$ cat src/sv/cdq_pkg.sv
`timescale 1ns / 1ps
`default_nettype none
// ----------------------------------------------------------------------------
// cdq_pkg
// Shared types and constants for the circular deque block.
// ----------------------------------------------------------------------------
package cdq_pkg;

    localparam int OP_W   = 3;
    localparam int CAP_W  = 5;
    localparam int WORD_W = 32;

    localparam logic [OP_W-1:0] OP_INSERT_FRONT = 3'd0;
    localparam logic [OP_W-1:0] OP_INSERT_REAR  = 3'd1;
    localparam logic [OP_W-1:0] OP_REMOVE_FRONT = 3'd2;
    localparam logic [OP_W-1:0] OP_REMOVE_REAR  = 3'd3;
    localparam logic [OP_W-1:0] OP_QUERY        = 3'd4;

    localparam logic [CAP_W-1:0] CAP_RESET = 5'd16;

    // register index taken from paddr[2]
    localparam logic REG_CAPACITY = 1'b0;

    typedef enum logic [3:0] {
        ST_IDLE  = 4'b0001,
        ST_EXEC  = 4'b0010,
        ST_FETCH = 4'b0100,
        ST_RESP  = 4'b1000
    } state_t;

    typedef struct packed {
        logic load;
        logic exec;
        logic fetch;
        logic clear;
    } cmd_t;

endpackage : cdq_pkg
`default_nettype wire

$ cat src/sv/cdq_ctrl.sv
`timescale 1ns / 1ps
`default_nettype none
// ----------------------------------------------------------------------------
// cdq_ctrl
// Sequencer: takes one beat, runs update, fetch and response phases.
// ----------------------------------------------------------------------------
module cdq_ctrl
(
    input  wire logic         clk,
    input  wire logic         rst_n,
    input  wire logic         in_valid,
    output logic              in_ready,
    output logic              out_valid,
    input  wire logic         out_ready,
    input  wire logic         cfg_wr,
    output cdq_pkg::cmd_t     cmd
);

    cdq_pkg::state_t state_reg;
    cdq_pkg::state_t state_next;

    always_ff @(posedge clk or negedge rst_n)
    begin
        if (!rst_n)
        begin
            state_reg <= cdq_pkg::ST_IDLE;
        end
        else
        begin
            state_reg <= state_next;
        end
    end

    always_comb
    begin
        state_next = state_reg;
        case (state_reg)
            cdq_pkg::ST_IDLE:
            begin
                if (in_valid)
                begin
                    state_next = cdq_pkg::ST_EXEC;
                end
            end
            cdq_pkg::ST_EXEC:  state_next = cdq_pkg::ST_FETCH;
            cdq_pkg::ST_FETCH: state_next = cdq_pkg::ST_RESP;
            cdq_pkg::ST_RESP:
            begin
                if (out_ready)
                begin
                    state_next = cdq_pkg::ST_IDLE;
                end
            end
            default: state_next = cdq_pkg::ST_IDLE;
        endcase
    end

    assign in_ready  = (state_reg == cdq_pkg::ST_IDLE);
    assign out_valid = (state_reg == cdq_pkg::ST_RESP);

    assign cmd.load  = in_ready && in_valid;
    assign cmd.exec  = (state_reg == cdq_pkg::ST_EXEC);
    assign cmd.fetch = (state_reg == cdq_pkg::ST_FETCH);
    assign cmd.clear = cfg_wr;

endmodule : cdq_ctrl
`default_nettype wire

$ cat src/sv/cdq_dpath.sv
`timescale 1ns / 1ps
`default_nettype none
// ----------------------------------------------------------------------------
// cdq_dpath
// Pointers, entry memory and result registers of the deque.
// ----------------------------------------------------------------------------
module cdq_dpath
#(
    parameter int DEPTH      = 16,
    parameter int DATA_WIDTH = 32
)
(
    input  wire logic                           clk,
    input  wire logic                           rst_n,
    input  wire cdq_pkg::cmd_t                  cmd,
    input  wire logic [cdq_pkg::CAP_W-1:0]      capacity,
    input  wire logic [cdq_pkg::OP_W-1:0]       op,
    input  wire logic [cdq_pkg::WORD_W-1:0]     value,
    output logic                                ok,
    output logic [cdq_pkg::WORD_W-1:0]          front_value,
    output logic [cdq_pkg::WORD_W-1:0]          rear_value,
    output logic                                values_valid,
    output logic                                is_empty,
    output logic                                is_full
);

    localparam int IW  = (DEPTH > 1) ? $clog2(DEPTH) : 1;
    localparam int CW0 = $clog2(DEPTH + 1);
    localparam int CW  = (CW0 > cdq_pkg::CAP_W) ? CW0 : cdq_pkg::CAP_W;

    logic [DATA_WIDTH-1:0] mem [0:DEPTH-1];

    logic [cdq_pkg::OP_W-1:0] op_reg;
    logic [DATA_WIDTH-1:0]    word_reg;
    logic [IW-1:0]            head_reg, head_next;
    logic [IW-1:0]            tail_reg, tail_next;
    logic                     empty_reg, empty_next;
    logic                     ok_reg, ok_next;
    logic                     full_reg;
    logic [DATA_WIDTH-1:0]    head_word_reg;
    logic [DATA_WIDTH-1:0]    tail_word_reg;

    logic                     wr_en;
    logic [IW-1:0]            wr_idx;
    logic [CW-1:0]            cap_ext;
    logic [CW-1:0]            cap_eff;
    logic                     full_now;

    function automatic logic [IW-1:0] step_up(input logic [IW-1:0] i,
                                              input logic [CW-1:0] cap);
        logic [CW-1:0] nxt;
        nxt = CW'(i) + CW'(1);
        return (nxt >= cap) ? '0 : IW'(nxt);
    endfunction

    function automatic logic [IW-1:0] step_down(input logic [IW-1:0] i,
                                                input logic [CW-1:0] cap);
        logic [CW-1:0] wrap;
        wrap = cap - CW'(1);
        return (i == '0 || CW'(i) > cap) ? IW'(wrap) : i - IW'(1);
    endfunction

    // clamp capacity to 1..DEPTH
    assign cap_ext = CW'(capacity);
    assign cap_eff = (cap_ext == '0)        ? CW'(1) :
                     (cap_ext > CW'(DEPTH)) ? CW'(DEPTH) : cap_ext;

    assign full_now = !empty_reg && (step_up(tail_reg, cap_eff) == head_reg);

    always_comb
    begin
        head_next  = head_reg;
        tail_next  = tail_reg;
        empty_next = empty_reg;
        ok_next    = 1'b0;
        wr_en      = 1'b0;
        wr_idx     = '0;
        case (op_reg)
            cdq_pkg::OP_INSERT_FRONT, cdq_pkg::OP_INSERT_REAR:
            begin
                if (!full_now)
                begin
                    ok_next = 1'b1;
                    wr_en   = 1'b1;
                    if (empty_reg)
                    begin
                        head_next  = '0;
                        tail_next  = '0;
                        empty_next = 1'b0;
                        wr_idx     = '0;
                    end
                    else if (op_reg == cdq_pkg::OP_INSERT_FRONT)
                    begin
                        head_next = step_down(head_reg, cap_eff);
                        wr_idx    = head_next;
                    end
                    else
                    begin
                        tail_next = step_up(tail_reg, cap_eff);
                        wr_idx    = tail_next;
                    end
                end
            end
            cdq_pkg::OP_REMOVE_FRONT, cdq_pkg::OP_REMOVE_REAR:
            begin
                if (!empty_reg)
                begin
                    ok_next = 1'b1;
                    if (head_reg == tail_reg)
                    begin
                        head_next  = '0;
                        tail_next  = '0;
                        empty_next = 1'b1;
                    end
                    else if (op_reg == cdq_pkg::OP_REMOVE_FRONT)
                    begin
                        head_next = step_up(head_reg, cap_eff);
                    end
                    else
                    begin
                        tail_next = step_down(tail_reg, cap_eff);
                    end
                end
            end
            cdq_pkg::OP_QUERY: ok_next = 1'b1;
            default:           ok_next = 1'b0;
        endcase
    end

    always_ff @(posedge clk or negedge rst_n)
    begin
        if (!rst_n)
        begin
            head_reg  <= '0;
            tail_reg  <= '0;
            empty_reg <= 1'b1;
            ok_reg    <= 1'b0;
            full_reg  <= 1'b0;
        end
        else if (cmd.clear)
        begin
            head_reg  <= '0;
            tail_reg  <= '0;
            empty_reg <= 1'b1;
        end
        else
        begin
            if (cmd.exec)
            begin
                head_reg  <= head_next;
                tail_reg  <= tail_next;
                empty_reg <= empty_next;
                ok_reg    <= ok_next;
            end
            if (cmd.fetch)
            begin
                full_reg <= full_now;
            end
        end
    end

    always_ff @(posedge clk)
    begin
        if (cmd.load)
        begin
            op_reg   <= op;
            word_reg <= DATA_WIDTH'(value);
        end
    end

    always_ff @(posedge clk)
    begin
        if (cmd.exec && wr_en)
        begin
            mem[wr_idx] <= word_reg;
        end
    end

    always_ff @(posedge clk)
    begin
        if (cmd.fetch)
        begin
            head_word_reg <= mem[head_reg];
            tail_word_reg <= mem[tail_reg];
        end
    end

    assign ok           = ok_reg;
    assign front_value  = empty_reg ? '0 : cdq_pkg::WORD_W'(head_word_reg);
    assign rear_value   = empty_reg ? '0 : cdq_pkg::WORD_W'(tail_word_reg);
    assign values_valid = !empty_reg;
    assign is_empty     = empty_reg;
    assign is_full      = full_reg;

endmodule : cdq_dpath
`default_nettype wire

$ cat src/sv/circular_deque_unit.sv
`timescale 1ns / 1ps
`default_nettype none
// ----------------------------------------------------------------------------
// circular_deque_unit
// Double-ended queue in a circular buffer with a programmable capacity.
// ----------------------------------------------------------------------------
// One operation per input beat (op on s_tuser, word on s_tdata) and one result
// beat per operation. Each beat passes through capture, pointer update with the
// entry write, a registered two-address read of the front and rear entries, and
// the result beat; the next beat is accepted after the result is taken. Writing
// the capacity register (APB, offset 0) empties the deque; a capacity of 0 acts
// as 1 and values above DEPTH act as DEPTH.
module circular_deque_unit
#(
    parameter int DEPTH      = 16,
    parameter int DATA_WIDTH = 32
)
(
    input  wire logic        clk,
    input  wire logic        rst_n,
    input  wire logic        s_tvalid,
    output logic             s_tready,
    input  wire logic [31:0] s_tdata,   // [31:0] value
    input  wire logic [2:0]  s_tuser,   // [2:0] op
    output logic             m_tvalid,
    input  wire logic        m_tready,
    // [0] ok, [32:1] front_value, [64:33] rear_value, [65] is_empty,
    // [66] is_full, [71:67] zero
    output logic [71:0]      m_tdata,
    output logic             m_tuser,   // [0] values_valid
    input  wire logic        psel,
    input  wire logic        penable,
    input  wire logic        pwrite,
    input  wire logic [2:0]  paddr,
    input  wire logic [31:0] pwdata,
    output logic [31:0]      prdata,
    output logic             pready
);

    logic [cdq_pkg::CAP_W-1:0]  capacity_reg;
    logic                       cfg_wr;
    logic                       cap_wr;
    cdq_pkg::cmd_t              cmd;

    logic                       ok;
    logic [cdq_pkg::WORD_W-1:0] front_value;
    logic [cdq_pkg::WORD_W-1:0] rear_value;
    logic                       values_valid;
    logic                       is_empty;
    logic                       is_full;

    assign pready = 1'b1;
    assign cfg_wr = psel && penable && pwrite && pready;
    assign cap_wr = cfg_wr && (paddr[2] == cdq_pkg::REG_CAPACITY);

    always_ff @(posedge clk or negedge rst_n)
    begin
        if (!rst_n)
        begin
            capacity_reg <= cdq_pkg::CAP_RESET;
        end
        else if (cap_wr)
        begin
            capacity_reg <= pwdata[cdq_pkg::CAP_W-1:0];
        end
    end

    assign prdata = (paddr[2] == cdq_pkg::REG_CAPACITY) ? 32'(capacity_reg) : '0;

    cdq_ctrl u_ctrl
    (
        .clk       (clk),
        .rst_n     (rst_n),
        .in_valid  (s_tvalid),
        .in_ready  (s_tready),
        .out_valid (m_tvalid),
        .out_ready (m_tready),
        .cfg_wr    (cap_wr),
        .cmd       (cmd)
    );

    cdq_dpath #(
        .DEPTH      (DEPTH),
        .DATA_WIDTH (DATA_WIDTH)
    ) u_dpath
    (
        .clk          (clk),
        .rst_n        (rst_n),
        .cmd          (cmd),
        .capacity     (capacity_reg),
        .op           (s_tuser),
        .value        (s_tdata),
        .ok           (ok),
        .front_value  (front_value),
        .rear_value   (rear_value),
        .values_valid (values_valid),
        .is_empty     (is_empty),
        .is_full      (is_full)
    );

    assign m_tdata = {5'd0, is_full, is_empty, rear_value, front_value, ok};
    assign m_tuser = values_valid;

    a_no_overlap: assert property (@(posedge clk) disable iff (!rst_n)
        !(s_tready && m_tvalid))
        else $error("input and result sides active together");

    a_resp_latency: assert property (@(posedge clk) disable iff (!rst_n)
        (s_tvalid && s_tready) |-> ##3 m_tvalid)
        else $error("result beat not presented three cycles after input beat");

    a_flags_agree: assert property (@(posedge clk) disable iff (!rst_n)
        m_tvalid |-> (is_empty != values_valid) && !(is_empty && is_full))
        else $error("empty, full and valid flags disagree");

    a_cfg_empties: assert property (@(posedge clk) disable iff (!rst_n)
        cap_wr |=> is_empty)
        else $error("capacity write did not empty the deque");

endmodule : circular_deque_unit
`default_nettype wire

$ cat config.mk
export PLATFORM = sky130hd
export DESIGN_NAME = circular_deque_unit
export DESIGN_NICKNAME = d
export VERILOG_FILES = /design/src/sv/cdq_pkg.sv /design/src/sv/cdq_ctrl.sv /design/src/sv/cdq_dpath.sv /design/src/sv/circular_deque_unit.sv
export SDC_FILE = /design/constraint.sdc
export NUM_CORES = 1
export LEC_CHECK = 0
export CAP_MARGIN = 20
export CORE_AREA = 2 2 258 260
export DETAILED_ROUTE_END_ITERATION = 6
export DIE_AREA = 0 0 260 262
export DONT_BUFFER_PORTS = 1
export PLACE_DENSITY = 0.7
export RECOVER_POWER = 50
export SYNTH_ARGS = -nofsm -noshare
export SYNTH_HDL_FRONTEND = slang
export SYNTH_HIERARCHICAL = 1
export SYNTH_SLANG_ARGS = --single-unit
$ cat constraint.sdc
create_clock -name clk -period 14.31 [get_ports clk]
set_input_delay 0.7155 -clock clk [delete_from_list [all_inputs] [get_ports clk]]
set_output_delay 0.7155 -clock clk [all_outputs]
set_load 0.02 [all_outputs]
==> run metrics, run 1 <==
postcts setup bufs=0; hold violation count in the final report=0; mean routed wirelength per cell=29.2 um; commonest cells after routing, fill and taps aside=edfxtp_1, mux4_2, nor2b_1; actual slew at the worst max-slew pin=3.95 ns; Synthesis Warnings=6; maxcap violations=5; Final Util=49.4%; CTS tree=done; RSZ-0062 raised after global routing=false; #FFs+latches synth=631; Post-synth EDFFs=611; vias=14500; Tot Pwr=6.02 mW; status=finished, violations left; Setup TNS Final=0 ns; top cells by area, synth=edfxtp_1, mux4_2, nor2b_1; H-tree lvl count=3; Seq/Total Area, Yosys=64.7%; initial antenna violation count=4; Remaining DRCs=0; WP data arrival=7.75 ns; CP delay by family, top=buffers and inverters; largest net degree at the start of global routing=74; uppermost layer routed=met5; hold buffers post-CTS=1; failing checks=capacitance limit, slew limit; TritonCTS Buffers=68; highest-delay cell along the critical path=clkbuf_1; final setup violating endpoints=0; post-synth top area cell=edfxtp_1; type of the worst setup path=flip-flop to flip-flop; clock slew at the register clock pins of the worst setup and hold paths=~0.07 ns; Max stage delay on crit path=2.80 ns; Met2 Routed Length=35200 um; layout cell share with drive strength beyond 1=34.2%; Finished Layout Cells=2333; Design Area, Final=32300 um^2; skew final=0.0266 ns; CTS Root Cell=clkbuf_16; clock sink count=631; CP required=between 10 and 15 ns; commonest non-fill, non-tap cell in the layout=edfxtp_1; Die Span X=~260 um; Buf+Inv Stages, Crit Path=2; Synth async-reset ratio=under 10%; Die ar.=approximately 68000 um^2; worst slack, placed=8.70 ns; mapped cell area=29100 um^2; CTS max path bufs=3; placed inst area=30000 um^2; post-DR vias/cell=between 6 and 7; DP Cell Count=2202; crit end category=flip-flop; Rows=94; leakage=just under 10 nW; cts repair resizes=0; Mean Syn Cell Area=approximately 21 um^2; Final ANT Viol Nets=0; Mapped Cells=1403; Worst setup SP type=flip-flop; Die Ht=262 um; GP Congestion=0.831; clk_lat worst skew=0.62 ns; min-delay worst type=input pin to flip-flop; Cell Chain, Critical Path=clkbuf_1 -> ha_1 -> and2_4 -> o21ai_0 -> a31oi_1 -> a21oi_2 -> o311ai_4 -> nand4_1 -> nor2_4 -> buf_4; final hold slack=0.187 ns; Post-Route WL=68200 um; TritonRoute pass-1 iters=5; I/O Buffers=0; Core ar.=65300 um^2; Main synth FF type=edfxtp_1; initial DRC count=1561; Initial Utilization=44.6%; layout net count=roughly 1500; met3 wire len=5000 um; post-route minimum period=roughly 7.5 ns; crit path max fanout=47; Relative slew margins=-163%; Metal-1 WL=approximately 26000 um; P per Cell Area=186 nW/um^2; fin crit share=52.5%; Synth-to-Final Area Change=10.8%; all-layer global routing usage=20.4%; max frequency=133 MHz; Slew Limit Fails=approximately 220; max FFs per register=approximately 500; total grt overflow=0; IO Count=approximately 190; register bank with the most flops=u_dpath/mem; post-DP HPWL=36600 um; global-route wire length before repair=100000 um; VDD IR max=0.100 mV; Yosys cell types=77; PnR worst setup slack=approximately 6.8 ns; vias in the first global route=15500; Synth top area share=63.0%
-- cell families (layout without fill, tap and decap cells) --
family	count (synthesis)	in the layout	share of synthesized area (%)
other	2	34	0.0258
DFF	631	631	64.7
AOI/OAI and AO/OA	80	80	2.21
xor gates and xnor gates	13	13	0.443
buffers and inverters	144	178	2.53
muxes	339	339	25.5
adders and majority gates	25	25	1.07
and+or+nand+nor	169	169	3.46
-- worst reg2reg max path: stages, from the launching register on --
cell and delay, ns:
dfrtp_1 0.58, clkbuf_1 2.80, ha_1 0.49, and2_4 0.17, o21ai_0 0.14, a31oi_1 0.59, a21oi_2 0.20, o311ai_4 0.18
nand4_1 0.76, nor2_4 0.61, buf_4 0.60
-- metal layers --
layer / vias to the layer above / global-route usage, %
li1: 5941 / -
met1: 7783 / 26.6
met2: 656 / 35.1
met3: 119 / 3.06
met4: 2 / 6.90
met5: - / 0
-- synthesized netlist by cell type (11+ instances only) --
library cell	number
mux4_2	320
clkbuf_1	43
nand2_1	16
buf_2	38
dfrtp_1	17
edfxtp_1	611
inv_1	15
nor3_1	11
a21oi_1	12
nor2b_1	70
ha_1	25
nor2_1	34
buf_4	38
-- layout make-up --
| class | count | area [um^2] |
|---|---|---|
| antenna | 1 | 2.50 |
| clock buffer | 81 | 1780 |
| clock inverter | 43 | 397 |
| fill | 5160 | 33000 |
| inverter | 17 | 63.8 |
| multi-input combinational | 659 | 9770 |
| sequential | 631 | 18900 |
| tap | 864 | 1080 |
| timing repair buffer | 37 | 298 |
-- final timing paths --
path	startpoint	end	slack [ns]	cells after the start
worst min-delay path	s_tdata[7]	u_dpath/word_reg[7]$_DFFE_PP_	0.19	0
worst min register to register	capacity_reg[0]$_DFFE_PN0P_	capacity_reg[0]$_DFFE_PN0P_	0.58	1
min in group asynchronous	rst_n	capacity_reg[0]$_DFFE_PN0P_	0.36	1
worst max register to register	u_dpath/tail_reg[0]$_DFFE_PN0P_	u_dpath/mem[2][23]$_DFFE_PP_	6.79	10
max in group asynchronous	rst_n	u_dpath/head_reg[2]$_DFFE_PN0P_	12.57	2
worst max-delay path	u_dpath/tail_reg[0]$_DFFE_PN0P_	u_dpath/mem[2][23]$_DFFE_PP_	6.79	10
-- power breakdown --
group	internal (mW)	switching, mW
logic	0.895	0.934
registers	2.23	0.230
clock network	0.989	0.736
total	4.12	1.90
No activity file was read; power rests on OpenSTA's default activity.
==> inputs of run 2 (changes only) <==
--- a/config.mk
+++ b/config.mk
@@ -5,12 +5,13 @@
 export SDC_FILE = /design/constraint.sdc
 export NUM_CORES = 1
 export LEC_CHECK = 0
+export ABC_AREA = 1
 export CAP_MARGIN = 20
-export CORE_AREA = 2 2 258 260
+export CORE_AREA = 2 2 264 266
 export DETAILED_ROUTE_END_ITERATION = 6
-export DIE_AREA = 0 0 260 262
+export DIE_AREA = 0 0 266 268
 export DONT_BUFFER_PORTS = 1
-export PLACE_DENSITY = 0.7
+export PLACE_DENSITY = 0.73
 export RECOVER_POWER = 50
 export SYNTH_ARGS = -nofsm -noshare
 export SYNTH_HDL_FRONTEND = slang
==> constraint.sdc (replaced) <==
create_clock -name clk -period 6.1 [get_ports clk]
set_input_delay 0.305 -clock clk [delete_from_list [all_inputs] [get_ports clk]]
set_output_delay 0.305 -clock clk [all_outputs]
set_load 0.02 [all_outputs]
==> run 2 against run 1 <==
Effect of this change:
- the flow still finishes with violations (capacitance limit, slew limit)
- cell count is 70% higher
- combinational power rose to 3.1 times the previous value
- first-iteration DRC count up 140%
- total power rose to 2.6 times the previous value
- setup slack worse by 5.3 ns
==> run metrics, run 2 <==
max FFs per register=512 (unchanged); type of the worst setup path=flip-flop to flip-flop (unchanged); mapped cell area=30600 um^2 (was 29100 um^2); CTS max path bufs=3 (unchanged); vias=23400 (was 14500); Post-Route WL=85700 um (was 68200 um); CTS tree=done (unchanged); post-DR vias/cell=5.89 (was 6.22); highest-delay cell along the critical path=nor2_4 (was clkbuf_1); skew final=0.0263 ns (was 0.0266 ns); Yosys cell types=41 (was 77); Max stage delay on crit path=0.63 ns (was 2.80 ns); Post-synth EDFFs=611 (unchanged); #FFs+latches synth=631 (unchanged); H-tree lvl count=3 (unchanged); Remaining DRCs=0 (unchanged); actual slew at the worst max-slew pin=3.10 ns (was 3.95 ns); register bank with the most flops=u_dpath/mem (unchanged); TritonRoute pass-1 iters=6 (was 5); Slew Limit Fails=105 (was 223); Synth-to-Final Area Change=11.3% (was 10.8%); Initial Utilization=44.9% (was 44.6%); leakage=12.1 nW (was 9.82 nW); Mean Syn Cell Area=9.93 um^2 (was 20.8 um^2); Final Util=49.9% (was 49.4%); commonest non-fill, non-tap cell in the layout=edfxtp_1 (unchanged); Relative slew margins=-107% (was -163%); CP required=6.33 ns (was 14.54 ns); Synth async-reset ratio=3.17% (unchanged); final setup violating endpoints=0 (unchanged); Final ANT Viol Nets=0 (unchanged); clock slew at the register clock pins of the worst setup and hold paths=0.06 ns (was 0.07 ns); VDD IR max=0.494 mV (was 0.100 mV); Cell Chain, Critical Path=nor2_1 -> nand2_1 -> or2_2 -> a21oi_2 -> ha_1 -> nand2_1 -> nand2_2 -> nand3_1 -> nor2_1 -> inv_1 -> nand2_1 -> nand2_1 -> nand3_2 -> inv_1 -> nor2_1 -> nand4_1 -> nor2_4 -> buf_4 (was clkbuf_1 -> ha_1 -> and2_4 -> o21ai_0 -> a31oi_1 -> a21oi_2 -> o311ai_4 -> nand4_1 -> nor2_4 -> buf_4); min-delay worst type=input pin to asynchronous set/reset pin (was input pin to flip-flop); Die Span X=266 um (was 260 um); RSZ-0062 raised after global routing=false (unchanged); post-route minimum period=4.63 ns (was 7.52 ns); failing checks=capacitance limit, slew limit (unchanged); Setup TNS Final=0 ns (unchanged); max frequency=216 MHz (was 133 MHz); CTS Root Cell=clkbuf_16 (unchanged); Rows=96 (was 94); hold violation count in the final report=0 (unchanged); Mapped Cells=3083 (was 1403); P per Cell Area=466 nW/um^2 (was 186 nW/um^2); commonest cells after routing, fill and taps aside=edfxtp_1, o21ai_0, nand2_1 (was edfxtp_1, mux4_2, nor2b_1); Synthesis Warnings=6 (unchanged); crit end category=flip-flop (unchanged); TritonCTS Buffers=70 (was 68); clock sink count=631 (unchanged); cts repair resizes=0 (unchanged); total grt overflow=0 (unchanged); placed inst area=31200 um^2 (was 30000 um^2); fin crit share=75.9% (was 52.5%); top cells by count, synth=edfxtp_1, o21ai_0, nand2_1, nor2_1, inv_1 (was edfxtp_1, mux4_2, nor2b_1, clkbuf_1); initial antenna violation count=3 (was 4); Design Area, Final=34100 um^2 (was 32300 um^2); post-DP HPWL=46600 um (was 36600 um); clk_lat worst skew=0.62 ns (about the same); maxcap violations=3 (was 5); I/O Buffers=0 (unchanged); Die Ht=268 um (was 262 um); mean routed wirelength per cell=21.6 um (was 29.2 um); status=finished, violations left (unchanged); Core ar.=68200 um^2 (was 65300 um^2); post-synth top area cell=edfxtp_1 (unchanged); vias in the first global route=21700 (was 15500); layout net count=3129 (was 1516); IO Count=185 (unchanged); cell with the most instances after synthesis=edfxtp_1 (unchanged); global-route wire length before repair=129000 um (was 100000 um); Seq/Total Area, Yosys=61.6% (was 64.7%); initial DRC count=3680 (was 1561); WP data arrival=4.86 ns (was 7.75 ns); all-layer global routing usage=23.8% (was 20.4%); crit path max fanout=23 (was 47); Synth top area share=59.9% (was 63.0%); largest net degree at the start of global routing=288 (was 74); top cells by area, synth=edfxtp_1, o21ai_0, a21oi_1 (was edfxtp_1, mux4_2, nor2b_1); Die ar.=71300 um^2 (was 68100 um^2); Main synth FF type=edfxtp_1 (unchanged); cell mode on critical path=nand2_1; layout cell share with drive strength beyond 1=7.04% (was 34.2%); Worst setup SP type=flip-flop (unchanged); GP Congestion=0.869 (was 0.831)
[run 2: cell count changes after synthesis, sizes merged, moves of 23 or more]
cell,previous run,this run
nand2,16,316
mux4,320,0
o21ai,11,596
nor2,34,306
nor2b,71,0
clkbuf,43,153
nand3,3,215
a21oi,16,272
o211ai,2,130
inv,15,284
nand4,4,27
[run 2: worst paths after layout]
| check | from | end | slack (ns) | cells after the start |
|---|---|---|---|---|
| worst min-delay path | rst_n | capacity_reg[0]$_DFFE_PN0P_ | 0.04 | 1 |
| worst max-delay path | capacity_reg[1]$_DFFE_PN0P_ | u_dpath/mem[12][18]$_DFFE_PP_ | 1.47 | 18 |
| max in group asynchronous | rst_n | u_dpath/tail_reg[0]$_DFFE_PN0P_ | 4.90 | 2 |
| worst min register to register | u_ctrl/state_reg[2]$_DFFE_PN0P_ | u_ctrl/state_reg[2]$_DFFE_PN0P_ | 0.59 | 3 |
| min in group clk | paddr[2] | u_dpath/is_full$_DFFE_PN0P_ | 0.19 | 5 |
| worst max register to register | capacity_reg[1]$_DFFE_PN0P_ | u_dpath/mem[12][18]$_DFFE_PP_ | 1.47 | 18 |
[run 2: cell type report]
type	instances	area, um^2
Clock buffer	79	1800
Clock inverter	47	568
Timing Repair Buffer	98	882
Tap cell	882	1100
Fill cell	6010	34200
Multi-Input combinational cell	1940	9760
Sequential cell	631	18900
Inverter	286	1080
Antenna cell	1	2.50
[run 2: cell families (layout without fill, tap and decap cells)]
kind of cell	count (synthesis)	in the layout	share of synthesized area, %
AO/OA/AOI/OAI	1005	1005	17.6
AND/OR/NAND/NOR	868	868	12.1
flip-flops	631	631	61.6
buffers and inverters	543	510	7.42
adder cells (fa/ha/maj)	25	25	1.02
XOR/XNOR	9	9	0.257
other	2	34	0.0245
[run 2: worst max-delay path, delay by kind of cell (launching register included)]
| family | cells | cell delay, ns |
|---|---|---|
| compound gates | 1 | 0.41 |
| fa+ha+maj | 1 | 0.23 |
| buf+inv | 3 | 0.70 |
| flops | 1 | 0.42 |
| simple gates | 13 | 2.46 |
[run 2: per-layer routing]
metal	GRT usage [%]	share of wire, %
met5	0	0.015
met4	9.67	4.0
met3	4.31	11
met2	38.4	46
met1	32.1	39
[run 2: stage by stage]
| stage | cells | total power, mW | setup WS, ns | hold WS (ns) |
|---|---|---|---|---|
| final | 3964 | 15.9 | 1.47 | 0.0443 |
| after global routing | 3964 | 16.7 | 1.13 | 0.0491 |
| after CTS | 3962 | 15.8 | 1.57 | 0.162 |
| after detailed placement | 3783 | 11.4 | 1.61 | 0.0104 |
| after global placement | 3783 | 11.3 | 1.68 | 0.0103 |
| after floorplan | 3114 | 9.69 | 1.60 | 0.00941 |
[run 2: what timing repair did]
| action | 4_1_cts | 5_1_grt |
|---|---|---|
| hold buffers | 53 | 0 |
| setup buffers | 0 | 0 |
| hold endpoints to repair | 63 | 0 |
| setup endpoints to repair | 0 | 0 |
[run 2: where the power goes]
group | switching [mW] | leakage (nW) | total (mW) | internal (mW)
combinational | 4.13 | 5.17 | 5.72 | 1.59
sequential | 0.470 | 5.75 | 5.75 | 5.28
clock | 1.75 | 1.16 | 4.39 | 2.64
total | 6.35 | 12.1 | 15.9 | 9.51
